### config.mk
export PLATFORM = sky130hd
export DESIGN_NAME = advection_limited_slope_update_top
export DESIGN_NICKNAME = d
export VERILOG_FILES = /design/src/hdl/alsu_pkg.sv /design/src/hdl/alsu_regs.sv /design/src/hdl/alsu_ctrl.sv /design/src/hdl/alsu_dp.sv /design/src/hdl/advection_limited_slope_update_top.sv
export SDC_FILE = /design/constraint.sdc
export NUM_CORES = 2
export LEC_CHECK = 0
export BUFFER_PORTS_ARGS = -buffer_cell sky130_fd_sc_hd__buf_2
export CAP_MARGIN = 30
export CORE_MARGIN = 8
export CORE_UTILIZATION = 23
export CTS_CLUSTER_SIZE = 25
export DETAILED_ROUTE_END_ITERATION = 8
export PLACE_DENSITY = 0.45
export SKIP_LAST_GASP = 1
export SYNTH_ARGS = -nofsm -noshare
export SYNTH_HDL_FRONTEND = slang
export SYNTH_SLANG_ARGS = --single-unit
### constraint.sdc
create_clock -name clk -period 9.6 [get_ports clk]
set_clock_uncertainty 0.1 [all_clocks]
set_input_delay 1.92 -clock clk [delete_from_list [all_inputs] [get_ports clk]]
set_output_delay 1.92 -clock clk [all_outputs]
set_load 0.02 [all_outputs]
### src/hdl/alsu_pkg.sv
`timescale 1ns / 1ps

package alsu_pkg;

    localparam int COURANT_W   = 16;
    localparam int K_W         = 31;
    localparam int ROUND_SHIFT = 34;
    localparam int LEFT_SHIFT  = 18;
    localparam int CFG_DATA_W  = 32;
    localparam int CFG_ADDR_W  = 3;

    localparam logic [COURANT_W:0]   ONE_Q16       = 17'h10000;
    localparam logic                 MODE_RESET    = 1'b1;
    localparam logic [COURANT_W-1:0] COURANT_RESET = 16'h8000;
    localparam logic                 REG_MODE      = 1'b0;
    localparam logic                 REG_COURANT   = 1'b1;
    localparam logic [1:0]           FILL_FULL     = 2'd3;

    typedef enum logic [2:0] {
        ST_IDLE,
        ST_ML0,
        ST_ML1,
        ST_MD0,
        ST_MD1,
        ST_FIN
    } state_t;

    typedef enum logic [1:0] {
        MS_LEFT_LO,
        MS_LEFT_HI,
        MS_D_LO,
        MS_D_HI
    } mul_sel_t;

    typedef struct packed {
        logic     load;
        logic     lim_en;
        logic     d_en;
        logic     mul_en;
        mul_sel_t mul_sel;
        logic     acc_en;
        logic     fin_en;
    } dp_cmd_t;

    typedef struct packed {
        logic compute;
        logic out_free;
    } dp_status_t;

endpackage

### src/hdl/alsu_regs.sv
`timescale 1ns / 1ps

module alsu_regs (
    input  logic                            clk,
    input  logic                            rst_n,
    input  logic                            psel,
    input  logic                            penable,
    input  logic                            pwrite,
    input  logic [alsu_pkg::CFG_ADDR_W-1:0] paddr,
    input  logic [alsu_pkg::CFG_DATA_W-1:0] pwdata,
    output logic [alsu_pkg::CFG_DATA_W-1:0] prdata,
    output logic                            pready,
    output logic                            mode,
    output logic [alsu_pkg::COURANT_W-1:0]  courant
);
    import alsu_pkg::*;

    logic                 mode_reg;
    logic                 mode_next;
    logic [COURANT_W-1:0] courant_reg;
    logic [COURANT_W-1:0] courant_next;
    logic                 wr_en;
    logic                 reg_sel;

    assign pready  = 1'b1;
    assign wr_en   = psel & penable & pwrite;
    assign reg_sel = paddr[2];

    always_comb
    begin
        mode_next    = mode_reg;
        courant_next = courant_reg;
        if (wr_en)
        begin
            case (reg_sel)
                REG_MODE:    mode_next    = pwdata[0];
                REG_COURANT: courant_next = pwdata[COURANT_W-1:0];
                default:     ;
            endcase
        end
    end

    always_ff @(posedge clk or negedge rst_n)
    begin
        if (!rst_n)
        begin
            mode_reg    <= MODE_RESET;
            courant_reg <= COURANT_RESET;
        end
        else
        begin
            mode_reg    <= mode_next;
            courant_reg <= courant_next;
        end
    end

    always_comb
    begin
        case (reg_sel)
            REG_MODE:    prdata = CFG_DATA_W'(mode_reg);
            REG_COURANT: prdata = CFG_DATA_W'(courant_reg);
            default:     prdata = '0;
        endcase
    end

    assign mode    = mode_reg;
    assign courant = courant_reg;

endmodule

### src/hdl/alsu_ctrl.sv
`timescale 1ns / 1ps

module alsu_ctrl (
    input  logic                 clk,
    input  logic                 rst_n,
    input  logic                 in_valid,
    input  alsu_pkg::dp_status_t status,
    output logic                 in_ready,
    output alsu_pkg::dp_cmd_t    cmd
);
    import alsu_pkg::*;

    state_t state_reg;
    state_t state_next;

    always_ff @(posedge clk or negedge rst_n)
    begin
        if (!rst_n)
        begin
            state_reg <= ST_IDLE;
        end
        else
        begin
            state_reg <= state_next;
        end
    end

    always_comb
    begin
        state_next = state_reg;
        case (state_reg)
            ST_IDLE:
            begin
                if (in_valid && status.compute)
                begin
                    state_next = ST_ML0;
                end
            end
            ST_ML0: state_next = ST_ML1;
            ST_ML1: state_next = ST_MD0;
            ST_MD0: state_next = ST_MD1;
            ST_MD1: state_next = ST_FIN;
            ST_FIN:
            begin
                if (status.out_free)
                begin
                    state_next = ST_IDLE;
                end
            end
            default: state_next = ST_IDLE;
        endcase
    end

    always_comb
    begin
        in_ready    = 1'b0;
        cmd         = '0;
        cmd.mul_sel = MS_LEFT_LO;
        case (state_reg)
            ST_IDLE:
            begin
                in_ready = 1'b1;
                cmd.load = in_valid;
            end
            ST_ML0:
            begin
                cmd.lim_en  = 1'b1;
                cmd.mul_en  = 1'b1;
                cmd.mul_sel = MS_LEFT_LO;
            end
            ST_ML1:
            begin
                cmd.d_en    = 1'b1;
                cmd.mul_en  = 1'b1;
                cmd.mul_sel = MS_LEFT_HI;
                cmd.acc_en  = 1'b1;
            end
            ST_MD0:
            begin
                cmd.mul_en  = 1'b1;
                cmd.mul_sel = MS_D_LO;
                cmd.acc_en  = 1'b1;
            end
            ST_MD1:
            begin
                cmd.mul_en  = 1'b1;
                cmd.mul_sel = MS_D_HI;
                cmd.acc_en  = 1'b1;
            end
            ST_FIN:
            begin
                cmd.fin_en = status.out_free;
            end
            default: ;
        endcase
    end

endmodule

### src/hdl/alsu_dp.sv
`timescale 1ns / 1ps

module alsu_dp #(
    parameter int SAMPLE_BITS = 24
) (
    input  logic                           clk,
    input  logic                           rst_n,
    input  alsu_pkg::dp_cmd_t              cmd,
    input  logic signed [SAMPLE_BITS-1:0]  sample,
    input  logic                           row_start,
    input  logic                           mode,
    input  logic [alsu_pkg::COURANT_W-1:0] courant,
    input  logic                           out_ready,
    output alsu_pkg::dp_status_t           status,
    output logic                           out_valid,
    output logic signed [SAMPLE_BITS-1:0]  new_value
);
    import alsu_pkg::*;

    localparam int N      = SAMPLE_BITS;
    localparam int DIFF_W = N + 1;
    localparam int LIM_W  = N + 3;
    localparam int MAG_W  = N + 4;
    localparam int HALF_W = (MAG_W + 1) / 2;
    localparam int PROD_W = HALF_W + K_W;
    localparam int ACC_W  = N + 38;
    localparam int RES_W  = ACC_W - ROUND_SHIFT;

    // limited slope in half-LSB units
    function automatic logic signed [LIM_W-1:0] limit_f(
        input logic signed [DIFF_W-1:0] l,
        input logic signed [DIFF_W-1:0] r
    );
        logic signed [LIM_W-1:0] lx;
        logic signed [LIM_W-1:0] rx;
        logic signed [LIM_W-1:0] sx;
        logic [LIM_W-1:0]        al4;
        logic [LIM_W-1:0]        ar4;
        logic [LIM_W-1:0]        asum;
        logic [LIM_W-1:0]        m;
        logic                    same;
        lx   = LIM_W'(l);
        rx   = LIM_W'(r);
        sx   = lx + rx;
        al4  = (lx[LIM_W-1] ? -lx : lx) << 2;
        ar4  = (rx[LIM_W-1] ? -rx : rx) << 2;
        asum = sx[LIM_W-1] ? -sx : sx;
        same = (lx[LIM_W-1] == rx[LIM_W-1]) && (|lx) && (|rx);
        m    = al4;
        if (asum < m)
        begin
            m = asum;
        end
        if (ar4 < m)
        begin
            m = ar4;
        end
        if (!same)
        begin
            return '0;
        end
        return rx[LIM_W-1] ? -$signed(m) : $signed(m);
    endfunction

    logic signed [N-1:0]      window_reg [3];
    logic [1:0]               fill_reg;
    logic [1:0]               fill_next;
    logic signed [DIFF_W-1:0] left_reg;
    logic signed [DIFF_W-1:0] right_reg;
    logic signed [DIFF_W-1:0] prev_reg;
    logic signed [LIM_W-1:0]  lim_a_reg;
    logic signed [LIM_W-1:0]  lim_b_reg;
    logic signed [MAG_W-1:0]  d_reg;
    logic [K_W-1:0]           k_reg;
    logic [PROD_W-1:0]        prod_reg;
    mul_sel_t                 prod_sel_reg;
    logic                     prod_neg_reg;
    logic signed [ACC_W-1:0]  acc_reg;
    logic                     out_valid_reg;
    logic                     out_valid_next;
    logic signed [N-1:0]      new_value_reg;

    logic signed [MAG_W-1:0]  left_x;
    logic [MAG_W-1:0]         left_mag;
    logic [MAG_W-1:0]         d_mag;
    logic [HALF_W-1:0]        mul_a;
    logic [K_W-1:0]           mul_b;
    logic                     mul_neg;
    logic [ACC_W-1:0]         shifted;
    logic signed [ACC_W-1:0]  acc_sum;
    logic signed [ACC_W-1:0]  acc_init;
    logic signed [RES_W-1:0]  res;
    logic signed [N-1:0]      res_sat;
    logic [RES_W-N:0]         res_top;
    logic [COURANT_W:0]       one_minus_c;

    assign status.compute  = !row_start && (fill_reg == FILL_FULL);
    assign status.out_free = !out_valid_reg || out_ready;

    assign one_minus_c = ONE_Q16 - (COURANT_W + 1)'(courant);

    assign left_x   = MAG_W'(left_reg);
    assign left_mag = left_x[MAG_W-1] ? MAG_W'(-left_x) : MAG_W'(left_x);
    assign d_mag    = d_reg[MAG_W-1] ? MAG_W'(-d_reg) : MAG_W'(d_reg);

    always_comb
    begin
        case (cmd.mul_sel)
            MS_LEFT_LO:
            begin
                mul_a   = left_mag[HALF_W-1:0];
                mul_b   = K_W'(courant);
                mul_neg = left_reg[DIFF_W-1];
            end
            MS_LEFT_HI:
            begin
                mul_a   = HALF_W'(left_mag[MAG_W-1:HALF_W]);
                mul_b   = K_W'(courant);
                mul_neg = left_reg[DIFF_W-1];
            end
            MS_D_LO:
            begin
                mul_a   = d_mag[HALF_W-1:0];
                mul_b   = k_reg;
                mul_neg = d_reg[MAG_W-1];
            end
            MS_D_HI:
            begin
                mul_a   = HALF_W'(d_mag[MAG_W-1:HALF_W]);
                mul_b   = k_reg;
                mul_neg = d_reg[MAG_W-1];
            end
            default:
            begin
                mul_a   = '0;
                mul_b   = '0;
                mul_neg = 1'b0;
            end
        endcase
    end

    // both terms are subtracted: a negative operand adds its magnitude
    always_comb
    begin
        case (prod_sel_reg)
            MS_LEFT_LO: shifted = ACC_W'(prod_reg) << LEFT_SHIFT;
            MS_LEFT_HI: shifted = ACC_W'(prod_reg) << (LEFT_SHIFT + HALF_W);
            MS_D_LO:    shifted = ACC_W'(prod_reg);
            MS_D_HI:    shifted = ACC_W'(prod_reg) << HALF_W;
            default:    shifted = '0;
        endcase
    end

    assign acc_sum  = prod_neg_reg ? acc_reg + $signed(shifted) : acc_reg - $signed(shifted);
    assign acc_init = (ACC_W'(window_reg[2]) <<< ROUND_SHIFT)
                    + (ACC_W'(1) <<< (ROUND_SHIFT - 1));

    assign res     = acc_sum[ACC_W-1:ROUND_SHIFT];
    assign res_top = res[RES_W-1:N-1];

    always_comb
    begin
        if ((&res_top) || !(|res_top))
        begin
            res_sat = res[N-1:0];
        end
        else if (res[RES_W-1])
        begin
            res_sat = {1'b1, {(N - 1){1'b0}}};
        end
        else
        begin
            res_sat = {1'b0, {(N - 1){1'b1}}};
        end
    end

    always_comb
    begin
        fill_next = fill_reg;
        if (cmd.load)
        begin
            if (row_start)
            begin
                fill_next = 2'd1;
            end
            else if (fill_reg != FILL_FULL)
            begin
                fill_next = fill_reg + 2'd1;
            end
        end
    end

    always_comb
    begin
        out_valid_next = out_valid_reg;
        if (cmd.fin_en)
        begin
            out_valid_next = 1'b1;
        end
        else if (out_ready)
        begin
            out_valid_next = 1'b0;
        end
    end

    always_ff @(posedge clk or negedge rst_n)
    begin
        if (!rst_n)
        begin
            fill_reg      <= '0;
            out_valid_reg <= 1'b0;
        end
        else
        begin
            fill_reg      <= fill_next;
            out_valid_reg <= out_valid_next;
        end
    end

    always_ff @(posedge clk)
    begin
        k_reg <= K_W'(courant * one_minus_c);
        if (cmd.load)
        begin
            if (row_start)
            begin
                window_reg[0] <= sample;
            end
            else if (fill_reg != FILL_FULL)
            begin
                window_reg[fill_reg] <= sample;
            end
            else
            begin
                left_reg      <= DIFF_W'(window_reg[2]) - DIFF_W'(window_reg[1]);
                right_reg     <= DIFF_W'(sample) - DIFF_W'(window_reg[2]);
                prev_reg      <= DIFF_W'(window_reg[1]) - DIFF_W'(window_reg[0]);
                acc_reg       <= acc_init;
                window_reg[0] <= window_reg[1];
                window_reg[1] <= window_reg[2];
                window_reg[2] <= sample;
            end
        end
        if (cmd.lim_en)
        begin
            lim_a_reg <= limit_f(left_reg, right_reg);
            lim_b_reg <= limit_f(prev_reg, left_reg);
        end
        if (cmd.d_en)
        begin
            d_reg <= mode ? MAG_W'(lim_a_reg) - MAG_W'(lim_b_reg) : '0;
        end
        if (cmd.mul_en)
        begin
            prod_reg     <= PROD_W'(mul_a) * PROD_W'(mul_b);
            prod_sel_reg <= cmd.mul_sel;
            prod_neg_reg <= mul_neg;
        end
        if (cmd.acc_en)
        begin
            acc_reg <= acc_sum;
        end
        if (cmd.fin_en)
        begin
            new_value_reg <= res_sat;
        end
    end

    assign out_valid = out_valid_reg;
    assign new_value = new_value_reg;

endmodule

### src/hdl/advection_limited_slope_update_top.sv
`timescale 1ns / 1ps

// channel   dir  handshake                 payload
// s_*       in   s_tvalid / s_tready       tdata: sample; tuser: row_start
// m_*       out  m_tvalid / m_tready       tdata: new_value
// apb       in   psel, penable, pready     0x0 mode, 0x4 courant
//
// A sample that only fills the window is taken in idle. One that completes it
// goes through accept, four passes through the shared half-width multiplier
// (two for c*left, two for k*d), and a final add with saturation.
// A result waits in the output register while the next sample is accepted.
// Reset clears the window fill count and the output valid; registers reset to
// mode 1, courant 0x8000. A stalled output holds the block in its final step.

module advection_limited_slope_update_top #(
    parameter int SAMPLE_BITS = 24
) (
    input  logic                            clk,
    input  logic                            rst_n,
    input  logic                            s_tvalid,
    output logic                            s_tready,
    input  logic [((SAMPLE_BITS+7)/8)*8-1:0] s_tdata,  // sample
    input  logic                            s_tuser,  // row_start
    output logic                            m_tvalid,
    input  logic                            m_tready,
    output logic [((SAMPLE_BITS+7)/8)*8-1:0] m_tdata,  // new_value
    input  logic                            psel,
    input  logic                            penable,
    input  logic                            pwrite,
    input  logic [alsu_pkg::CFG_ADDR_W-1:0] paddr,
    input  logic [alsu_pkg::CFG_DATA_W-1:0] pwdata,
    output logic [alsu_pkg::CFG_DATA_W-1:0] prdata,
    output logic                            pready
);
    import alsu_pkg::*;

    localparam int TDATA_W = ((SAMPLE_BITS + 7) / 8) * 8;

    dp_cmd_t                       cmd;
    dp_status_t                    status;
    logic                          mode;
    logic [COURANT_W-1:0]          courant;
    logic signed [SAMPLE_BITS-1:0] sample;
    logic signed [SAMPLE_BITS-1:0] new_value;

    assign sample  = $signed(s_tdata[SAMPLE_BITS-1:0]);
    assign m_tdata = TDATA_W'($unsigned(new_value));

    alsu_regs u_regs (
        .clk     (clk),
        .rst_n   (rst_n),
        .psel    (psel),
        .penable (penable),
        .pwrite  (pwrite),
        .paddr   (paddr),
        .pwdata  (pwdata),
        .prdata  (prdata),
        .pready  (pready),
        .mode    (mode),
        .courant (courant)
    );

    alsu_ctrl u_ctrl (
        .clk      (clk),
        .rst_n    (rst_n),
        .in_valid (s_tvalid),
        .status   (status),
        .in_ready (s_tready),
        .cmd      (cmd)
    );

    alsu_dp #(
        .SAMPLE_BITS (SAMPLE_BITS)
    ) u_dp (
        .clk       (clk),
        .rst_n     (rst_n),
        .cmd       (cmd),
        .sample    (sample),
        .row_start (s_tuser),
        .mode      (mode),
        .courant   (courant),
        .out_ready (m_tready),
        .status    (status),
        .out_valid (m_tvalid),
        .new_value (new_value)
    );

endmodule

[Word-level counts from Yosys, hierarchy flattened]
Memories as Yosys holds them, arrays and structs flattened.
Index checks and enable logic that the tools add are counted.
Storage, ports and cells
  flip-flop bits (word level): 345
  RAM bits: 72
  bits of input ports: 67
  output and inout bits: 59
  word-level logic and storage cells: 167
  memories kept: 1
Memories
  u_dp.window_reg: depth 3, width 24, rd ports 3, clocked after memory_dff 0, wr ports 3, RTL line alsu_dp.sv:65  | logic signed [N-1:0] window_reg [3];
Operators by class
  add/subtract/negate cells: 20
  multipliers: 2
  $lt $le $gt $ge: 4
  equality and inequality tests: 19
  multiplexer cells: 66
  bitwise gates (word level): 6
  reductions and logical operators: 32
Operators by type and width (number)
  2-to-1 mux 27 bit: 16
  2-to-1 mux 62 bit: 5
  one-hot mux 62 bit (4 select lines): 1
  less-than comparator 27 bit: 4
  negation 27 bit: 4
  2-to-1 mux 24 bit: 4
  2-to-1 mux 25 bit: 3
  negation 25 bit: 3
  OR reduction 25 bit: 3
  subtractor 24 x 24 -> 25 bit: 3
  one-hot mux 32 bit (2 select lines): 1
  adder 62 bit: 1
  one-hot mux 31 bit (2 select lines): 1
  subtractor 62 bit: 1
  adder 58 x 35 -> 59 bit, second input constant: 1
  2-to-1 mux 28 bit: 2
  one-hot mux 14 bit (4 select lines): 1
  adder 25 x 25 -> 26 bit: 2
  multiplier 14 x 31 -> 45 bit: 1
  multiplier 16 x 17 -> 31 bit: 1
  negation 25 -> 28 bit: 1
  negation 28 bit: 1
  subtractor 27 x 27 -> 28 bit: 1
  2-to-1 mux 1 bit: 24
  other kinds (31): 64

[Logic depth before layout (Yosys ltp)]
  word-level depth: 12
  gate-level depth with buffers: 46
  depth with buffers taken out: 41

[By module]
From an unflattened synthesis, not the netlist that was laid out.
Second synthesis, totals
  cell total of the unflattened synthesis: 6658
  area, all modules: 58836.4 µm²
By module, submodules not included
  alsu_dp: instances 1, cells an instance 6559, area an instance 57629.0 µm²
  alsu_regs: instances 1, cells an instance 74, area an instance 953.4 µm²
  alsu_ctrl: instances 1, cells an instance 25, area an instance 254.0 µm²

[Worst setup path after synthesis]
OpenSTA, ideal clock, no wires.
  path kind: reg2reg
  start point: register u_dp.left_reg[0]
  end point: register u_dp.lim_b_reg[20], data pin
  library setup time: 0.266 ns
  arrival time: 9.823 ns
  setup slack: -0.589 ns
  cell stages (with the launch flop): 44
  period minus slack after synthesis: 10.189 ns
  cells stage by stage: edfxtp_1 ha_1 fa_1 a21o_2 a21oi_1 xor2_1 o211ai_2 or4b_4 or4_4 nor4_4 a21oi_1 xor2_1 ha_1 nand4_1 nor2_1 and2_1 nor4b_1 a31o_2 (+8 left out) a21o_1 a21o_1 a21o_1 a21o_1 a21o_1 a221oi_1 or2_2 nand3_1 buf_2 clkbuf_1 nand3_1 ha_1 o21ai_0 o22ai_1 o211ai_2 o41ai_1 xor2_1 nor2_1
Between the ends
  word-level cells in the longest chain between the ends: 12
Ends and longest elaborated chain
  start: declaration: RTL line alsu_dp.sv:68  | logic signed [DIFF_W-1:0] left_reg;
  start signal: assignment: RTL line alsu_dp.sv:235  | left_reg <= DIFF_W'(window_reg[2]) - DIFF_W'(window_reg[1]);
  adder 25 x 25 -> 26 bit: RTL line alsu_dp.sv:44  | sx = lx + rx;
  negation 27 bit: RTL line alsu_dp.sv:47  | asum = sx[LIM_W-1] ? -sx : sx;
  2-to-1 mux 27 bit: RTL line alsu_dp.sv:47
  less-than comparator 27 bit: RTL line alsu_dp.sv:50  | if (asum < m)
  2-to-1 mux 27 bit: RTL line alsu_dp.sv:50
  2-to-1 mux 27 bit: RTL line alsu_dp.sv:244  | if (cmd.lim_en)
  less-than comparator 27 bit: RTL line alsu_dp.sv:54  | if (ar4 < m)
  2-to-1 mux 27 bit: RTL line alsu_dp.sv:54
  2-to-1 mux 27 bit: RTL line alsu_dp.sv:244
  negation 27 bit: RTL line alsu_dp.sv:62  | return rx[LIM_W-1] ? -$signed(m) : $signed(m);
  2-to-1 mux 27 bit: RTL line alsu_dp.sv:62
  2-to-1 mux 27 bit *: RTL line alsu_dp.sv:62
  end signal: assignment: RTL line alsu_dp.sv:247  | lim_b_reg <= limit_f(prev_reg, left_reg);
  end: declaration: RTL line alsu_dp.sv:72  | logic signed [LIM_W-1:0] lim_b_reg;
Mark *: on every way between the ends. The rest lies on a longest branch, timed or not. The select of a mux whose other input is x is not followed.
A chain may end at the register's enable or synchronous reset.

[Worst setup path after layout]
  start point: register u_dp.left_reg[5]
  end point: register u_dp.lim_a_reg[23], data pin
Between the ends
  word-level cells in the longest chain between the ends: 12
Ends and longest elaborated chain
  adder 25 x 25 -> 26 bit: RTL line alsu_dp.sv:44
  negation 27 bit: RTL line alsu_dp.sv:47
  2-to-1 mux 27 bit: RTL line alsu_dp.sv:47
  less-than comparator 27 bit: RTL line alsu_dp.sv:50
  2-to-1 mux 27 bit: RTL line alsu_dp.sv:50
  2-to-1 mux 27 bit: RTL line alsu_dp.sv:244
  less-than comparator 27 bit: RTL line alsu_dp.sv:54
  2-to-1 mux 27 bit: RTL line alsu_dp.sv:54
  2-to-1 mux 27 bit: RTL line alsu_dp.sv:244
  negation 27 bit: RTL line alsu_dp.sv:62
  2-to-1 mux 27 bit: RTL line alsu_dp.sv:62
  2-to-1 mux 27 bit *: RTL line alsu_dp.sv:62
  end signal: assignment: RTL line alsu_dp.sv:246  | lim_a_reg <= limit_f(left_reg, right_reg);
  end: declaration: RTL line alsu_dp.sv:71  | logic signed [LIM_W-1:0] lim_a_reg;
Marked as above.

==> impl_results.md <==
* Top Usage Layer GRT: met2
* RSZ-0062 raised after global routing: yes
* Top FF cell, synth: edfxtp_1
* Max FFs per register at 72
* Clock slew seen by the registers of the worst setup and hold paths at 0.06 ns
* First-pass GRT wire length at 308000 µm
* Critical Path Sink Type: flip-flop
* Die W at 521 µm
* Delay-heaviest family, CP: compound AO/OA/AOI/OAI gates
* Synth area leaders: fa_1, edfxtp_1, ha_1
* Post-synth top area share at 19.1%
* Max H-tree Level at 2
* Clock tree buffer depth at 3
* Synth Register Bits at 417
* Yosys cell types at 105
* Critical path type: reg -> reg
* Setup-failing EPs final at 0
* Vias/cell at 4.70
* Clock sink count at 417
* Worst Hold Class: reg -> reg
* HPWL Detailed at roughly 170000 µm
* Measured slew at the worst slew-check pin at 0.983 ns
* Post-synth top area cell: fa_1
* Cell Rows at 185
* CTS tree: yes
* Routed Wire Length at a little over 200000 µm
* Cell Area, Synth at 58600 µm²
* GR Util All Layers at 14.5%
* Die ar. at 271000 µm²
* Routed wire per std cell at 19.2 µm
* Cell mode on critical path: buf_4
* Root buffer cell: clkbuf_16
* EDFF count, synth at 363
* Endpoints failing hold at 0
* Startpoint Class: flip-flop
* Die Y at 521 µm
* Area grow syn2layout at 21.7%
* Max_cap viols at 0
* Core area at about 250000 µm²
* Status: finished, final reports clean
* Largest net degree at the start of global routing at just over 70
* Layout fillers at around 27000
* Starting DRC count in detailed routing at 3297
* Grt total ovfl at 0
* Register area share after synthesis at 20.6%
* Tmin final at between 9 and 10 ns
* GRT met3 Usage at 1.37%
* WHS at 0.433 ns
* GP Congestion at 0.896
* Ys async rst share at under 10%
* Vias at just over 50000
* Nets@finish at 8475
* Worst skew pair latency at 0.67 ns
* CP max stage delay at 0.61 ns
* Peak Freq at 106 MHz
* Pins Over Slew Limit at 0
* CP Data Required Time at 9.86 ns
* Vias in the first global route at between 50000 and 60000
* CP arrival at 9.72 ns
* # hold bufs at CTS at 0
* CTS buffer count at between 50 and 60
* Drt pass-1 iters at 5
* DRC at 0
* Post-route ant nets at 0
* GR Layer Usage met1 at 21.3%
* Met2 usage at 22.5%
* Initial Util at 23.1%
* Warnings from Yosys at 0
* CP bufs+invs at 10
* Slew margin rel. at 34.2%
* Layout cells sized above 1 at between 15 and 20%
* Worst path slowest cell: or4b_4
* # port buffers at 90
* Initial antenna violation count at 8
* Mean Syn Cell Area at 8.76 µm²
* Crit Path Max Fanout at 7
* Fin crit share at 98.6%
* I/O pins at about 130
* Synth Instances at 6693
-- area by class of cell --
type	count	area, µm²	area share (%)
multi-input combinational	5260	44100	61.8
sequential	417	12100	17.0
timing repair buffer	787	6100	8.56
tap	3366	4210	5.91
inverter	788	2960	4.15
clock buffer	63	1440	2.02
clock inverter	38	414	0.581
antenna	2	5.00	0.00702
-- repair_timing --
action / in CTS / in global routing
cloned: 0 / 1
gates resized for setup: 71 / 252
setup buffers: 16 / 59
pin swaps: 27 / 135
setup endpoints to repair: 52 / 59
-- cell usage after synthesis (52+ instances only) --
library cell  count
a21o_1          119
a21oi_1         335
a31oi_1          55
and2_1          111
and3_1           52
clkbuf_1        209
edfxtp_1        363
fa_1            559
ha_1            541
inv_1           783
mux2_2           61
mux2i_1          79
nand2_1         681
nand2b_1        213
nand3_1          98
nor2_1          588
nor2b_1         110
nor3_1          128
o21ai_0         333
or3_1            63
xnor2_1         259
xor2_1          166
-- per-stage QoR --
step                utilization (%)  setup slack (ns)  TNS (ns)  cell area [µm²]  std cells
floorplan                         -           0.00229         0            58800       6722
global placement               26.5            -0.765    -11.09            67300      10539
detailed placement             26.6            -0.712    -12.75            67400      10543
CTS                            27.5           -0.0430    -0.146            69700      10660
global route                   28.1            -0.136     -1.30            71300      10720
finish                         28.1             0.135         0            71300      10721
-- cells by family (layout without fill, tap and decap cells) --
| logic type | after synthesis | after routing | synth area share (%) |
|---|---|---|---|
| other | 2 | 33 | 0.0128 |
| and+or+nand+nor | 2247 | 2247 | 18.5 |
| adders and majority gates | 1100 | 1100 | 30.6 |
| muxes | 146 | 146 | 2.66 |
| xor gates and xnor gates | 425 | 425 | 6.35 |
| buffers and inverters | 1045 | 1676 | 6.83 |
| AOI/OAI and AO/OA | 1311 | 1311 | 14.4 |
| DFF | 417 | 417 | 20.6 |
-- cells in the final DEF, fill, tap and decap left out, types with 32 or more instances in the layout --
cell       count
xor2_1       162
o21bai_1      32
or3_1         58
and2_1       108
fa_1         552
a211oi_1      39
o21ai_0      306
a21oi_1      311
nand3_1       95
a21boi_0      34
and3_1        48
xnor2_1      253
nand2_1      672
mux2i_1       76
nand4_1       48
a31oi_1       50
mux2_2        57
nor2b_1      109
a21o_1       119
nor3_1       121
ha_1         520
edfxtp_1     363
clkbuf_16     57
buf_4        643
inv_1        764
o21a_1        37
nor2_1       577
buf_2         90
o31ai_1       41
nand2b_1     210
-- final timing paths --
check                                              from                               end  slack [ns]  cells past startpoint
hold / removal             u_dp.fill_reg[0]$_DFFE_PN0P_      u_dp.fill_reg[0]$_DFFE_PN0P_        0.43                      1
setup / recovery             u_dp.left_reg[5]$_DFFE_PP_  u_dp.lim_a_reg[23]$_SDFFCE_PN0P_        0.14                     43
hold reg to reg            u_dp.fill_reg[0]$_DFFE_PN0P_      u_dp.fill_reg[0]$_DFFE_PN0P_        0.43                      1
setup reg to reg             u_dp.left_reg[5]$_DFFE_PP_  u_dp.lim_a_reg[23]$_SDFFCE_PN0P_        0.14                     43
max in group asynchronous                         rst_n           u_regs.mode$_DFFE_PN1P_        7.63                      2
min in group asynchronous                         rst_n   u_ctrl.state_reg[1]$_DFFE_PN0P_        1.12                      1
-- layer usage --
metal / up-vias / wire length [µm]
met5: - / 17
met3: 237 / 8760
met1: 24944 / 103000
li1: 24017 / -
met2: 1139 / 87800
met4: 2 / 6030
Power is not shown: default switching activity piles up to over one toggle a cycle in this logic, so the estimate is an artifact.
